$ cat config.mk
export PLATFORM = sky130hd
export DESIGN_NAME = pket_controller
export DESIGN_NICKNAME = d
export VERILOG_FILES = /design/src/rtl/core/pket_pkg.sv /design/src/rtl/core/pket_controller.sv
export SDC_FILE = /design/constraint.sdc
export NUM_CORES = 1
export LEC_CHECK = 0
export ABC_AREA = 1
export BUFFER_PORTS_ARGS = -buffer_cell sky130_fd_sc_hd__buf_2
export CAP_MARGIN = 40
export CELL_PAD_IN_SITES_DETAIL_PLACEMENT = 0
export CELL_PAD_IN_SITES_GLOBAL_PLACEMENT = 1
export CORE_AREA = 2 2 39 41
export DETAILED_ROUTE_END_ITERATION = 10
export DIE_AREA = 0 0 41 43
export GPL_ROUTABILITY_DRIVEN = 0
export HOLD_SLACK_MARGIN = 0.15
export PLACE_DENSITY = 0.63
export SYNTH_ARGS = -nofsm -noshare
export SYNTH_HDL_FRONTEND = slang
export SYNTH_SLANG_ARGS = --single-unit
$ cat constraint.sdc
create_clock -name clock -period 2.8 [get_ports clock]
set_input_delay 0.56 -clock clock [delete_from_list [all_inputs] [get_ports clock]]
set_output_delay 0.56 -clock clock [all_outputs]
set_load 0.01 [all_outputs]
$ cat src/rtl/core/pket_pkg.sv
`timescale 1ns / 1ps
// Package for the pair-keyed edge fix table: sizes, function codes and beat types.
// Used by every module of the block but pket_ram; it depends on nothing else.
package pket_pkg;

   // Table sizing.
   localparam int MAX_ENTRIES = 256;
   localparam int IDX_W       = (MAX_ENTRIES > 1) ? $clog2(MAX_ENTRIES) : 1;
   localparam int CNT_W       = $clog2(MAX_ENTRIES + 1);

   // One table word: near cell, far cell, then the arrival edges of the near and far ends.
   localparam int CELL_W  = 32;
   localparam int EDGES_W = 4;
   localparam int WORD_W  = 2 * CELL_W + EDGES_W;

   // Function codes of a request beat.
   localparam logic [1:0] FN_LOOKUP   = 2'd0;
   localparam logic [1:0] FN_REGISTER = 2'd1;
   localparam logic [1:0] FN_CLEAR    = 2'd2;

   typedef struct packed {
      logic [1:0]  func;
      logic [15:0] near_x;
      logic [15:0] near_z;
      logic [15:0] far_x;
      logic [15:0] far_z;
      logic [1:0]  near_edge;
      logic [1:0]  far_edge;
      logic [7:0]  edge_in;
   } req_type;

   typedef struct packed {
      logic       hit;
      logic [1:0] arrival_edge;
      logic [7:0] patched_edge;
      logic       dropped;
   } rsp_type;

   // Commands from the controller to the datapath.
   typedef struct packed {
      logic start;
      logic scan;
      logic take_match;
      logic wr_update;
      logic wr_append;
      logic set_drop;
      logic finish;
      logic clear;
   } cmd_type;

   // Status from the datapath to the controller.
   typedef struct packed {
      logic [1:0] func;
      logic       match;
      logic       scan_done;
      logic       full;
      logic       out_free;
   } status_type;

endpackage

$ cat src/rtl/core/pket_controller.sv
`timescale 1ns / 1ps
// Controller of the pair-keyed edge fix table: sequences accept, scan and finish.
// Depends on pket_pkg; drives the datapath by command beats.
module pket_controller
   import pket_pkg::*;
(
   input  logic       clock,
   input  logic       reset,
   input  logic       req_valid,
   output logic       req_stall,
   input  status_type status,
   output cmd_type    cmd
);

   typedef enum logic [2:0] {
      ST_IDLE   = 3'b001,
      ST_SCAN   = 3'b010,
      ST_FINISH = 3'b100
   } state_type;

   state_type state_ff, state_in;
   logic      searching;

   assign req_stall = (state_ff != ST_IDLE);
   assign searching = (status.func == FN_LOOKUP) || (status.func == FN_REGISTER);

   // Next state and commands.
   always_comb begin
      state_in = state_ff;
      cmd      = '0;
      unique case (state_ff)
         ST_IDLE: begin
            if (req_valid) begin
               cmd.start = 1'b1;
               state_in  = ST_SCAN;
            end
         end
         ST_SCAN: begin
            if (searching) begin
               cmd.scan = 1'b1;
               if (status.match) begin
                  cmd.take_match = 1'b1;
                  cmd.wr_update  = (status.func == FN_REGISTER);
                  state_in       = ST_FINISH;
               end else if (status.scan_done) begin
                  if (status.func == FN_REGISTER) begin
                     cmd.set_drop  = status.full;
                     cmd.wr_append = !status.full;
                  end
                  state_in = ST_FINISH;
               end
            end else begin
               state_in = ST_FINISH;
            end
         end
         ST_FINISH: begin
            if (status.out_free) begin
               cmd.finish = 1'b1;
               cmd.clear  = (status.func == FN_CLEAR);
               state_in   = ST_IDLE;
            end
         end
         default: begin
            state_in = ST_IDLE;
         end
      endcase
   end

   always_ff @(posedge clock) begin
      if (reset) begin
         state_ff <= ST_IDLE;
      end else begin
         state_ff <= state_in;
      end
   end

endmodule

==> results.yml <==
cells_and_area:
  multi_input_area_um2: 136
  nets: 68
  max_flop_register: "state_ff"
  ff_latch_area_um2: 60.1
  reg_top3: "state_ff x3"
  stdcell_area_um2: 365
  fillers: 163
  diodes: 0
  largest_reg_flops: 3
  drive_gt1_share_pct: 44.8
  area_delta_synth_final_pct: 56.1
floorplanning:
  ios: 18
  dieWidth_um: 41
  start_util_pct: 16.9
  die_area_mm2: 0.00176
  design.core.area_mm2: 0.00138
  die_height_um: 43
  num_rows: 14
clock_tree:
  clk_latency_ns: 0.23
  ctsHoldBuffers: 0
  tritoncts: "built"
  numCtsBuffers: 3
  cts.clk_slew.worst_paths_ns: 0.04
  root_buffer: "clkbuf_4"
  htreeDepth: 1
  cts_buffer_depth: 2
  cts.repair.resized: 0
  clock-sinks: 3
  cts_setup_buffers: 0
timing:
  fin_skew_ns: 0.000649
  relSlewSlack_pct: 86.7
  slew_viol_final: 0
  fin_tns_setup_ns: 0
  hold_viol: 0
  worst_slew_pin_slew_ns: 0.197
  min_period_ns: 1.78
  rsz0062_at_grt: "no"
  maxClockFrequency_mhz: 562
  fin_crit_sh_pct: 63.6
  setup_viol_count_final: 0
synth:
  yosys.area.top_type: "dfxtp_1"
  synthCells: 37
  synth_top_area_share_pct: 25.7
  synth_seq_area_share_pct: 25.7
  synth_cell_types: 16
  synth_area_um2: 234
  synth_area_leaders: "dfxtp_1, inv_1, nand3_1"
  syn_nets: 46
  synth-seq-cells: 3
  ys.warnings.count: 0
  avgSynthCellArea_um2: 6.32
critical_path:
  cp-start-kind: "primary input"
  r2r-start: "state_ff[0]"
  crit_fanout: 4
  endpoint_kind: "primary output"
  required_ns: 2.24
  arrival_ns: 1.22
  worstSetupPathType: "in -> out"
  crit_path_start: "status[5]"
drt:
  avgViaCountPerCell: 4.01
  drt_wl_total_um: 611
  ant_nets: 0
  first_pass_iters: 3
  first_iter_violations: 5
  drc: 0
  routed-via-count: 297
  post_drt_wl_per_cell_um: 8.26
global_route:
  grt_pass1_vias: 251
  grt_usage_pct: 7.32
  grt_start_max_net_pins: 7
  antenna_found_initial: 0
  grt_pass1_wl_um: 876
  overflow: 0
job:
  cap_viol_max_count: 0
placement:
  hpwl_um: 529
  port_buffers: 17
  place_area_um2: 339
power:
  worst_ir_drop_vdd_mv: 0.192
  power_density_mw_per_mm2: 431
  leakage_uw: 0.000211
worst_hold_path:
  holdCritStartpoint: "reset"
  hp-class: "in -> reg"
run_status:
  status: "finished clean"
layout by cell type (no fill, tap or decap):
master / n
nand2_1: 4
buf_2: 17
nor2_1: 5
nor2_2: 1
inv_2: 2
o211ai_2: 1
a31oi_1: 1
nand4_1: 1
nand3b_1: 1
dfxtp_1: 3
nand3_1: 4
nor3_2: 1
clkbuf_1: 1
a21oi_1: 1
inv_1: 8
nor3_1: 2
nor3b_2: 1
nor4_1: 1
clkbuf_4: 3
through the flow:
stage	util, %	cells	setup slack, ns	hold slack, ns	total power, uW
after floorplan	-	37	1.19	0.539	69.2
after global placement	24.5	70	1.01	0.585	85.1
after detailed placement	24.5	70	1.01	0.588	84.7
after CTS	26.4	74	1.01	0.509	161
after global routing	26.4	74	0.946	0.508	175
final	26.4	74	1.02	0.513	157
power by group:
| part | internal [uW] | leakage [uW] | switching (uW) |
|---|---|---|---|
| sequential | 46.2 | 0.0000247 | 1.28 |
| combinational | 14.5 | 0.000171 | 21.6 |
| clock | 53.3 | 0.0000150 | 20.5 |
| total | 114 | 0.000211 | 43.4 |
final timing paths:
check / end / slack, ns / cells past startpoint
hold reg to reg: state_ff[1] / 0.59 / 4
setup reg to reg: state_ff[2] / 1.84 / 5
setup / recovery: cmd[2] / 1.02 / 5
hold / removal: state_ff[2] / 0.51 / 2
logic make-up (layout without fill, tap and decap cells):
family,count (synthesis),after routing,share of synthesized area [%]
simple gates,21,21,48.1
buf+inv,10,31,16.0
compound gates,3,3,10.2
flops,3,3,25.7
worst max-delay path: stages:
cell and delay [ns]:
buf_2 0.11, inv_1 0.10, nand4_1 0.14, nor3b_2 0.17, buf_2 0.14
metal layers:
| layer | global-route usage (%) | vias to the layer above | routed length (um) |
|---|---|---|---|
| li1 | - | 162 | - |
| met1 | 7.37 | 119 | 255 |
| met2 | 11.3 | 16 | 249 |
| met3 | 4.19 | 0 | 106 |
| met4 | 4.00 | 0 | 0 |
| met5 | 0 | - | 0 |
cell usage after synthesis:
cell and n:
a21oi_1 1, a31oi_1 1, dfxtp_1 3, inv_1 8, inv_2 2, nand2_1 4
nand3_1 4, nand3b_1 1, nand4_1 1, nor2_1 5, nor2_2 1, nor3_1 2
nor3_2 1, nor3b_2 1, nor4_1 1, o211ai_2 1
layout make-up:
cell class / instances / share of cell area (%)
multi-input cells: 24 / 37.3
well taps: 16 / 5.48
flip-flops and latches: 3 / 16.4
repair buffers: 17 / 23.3
inverters: 10 / 10.3
clock buffers: 4 / 7.19
No activity file was read; power rests on OpenSTA's default activity.
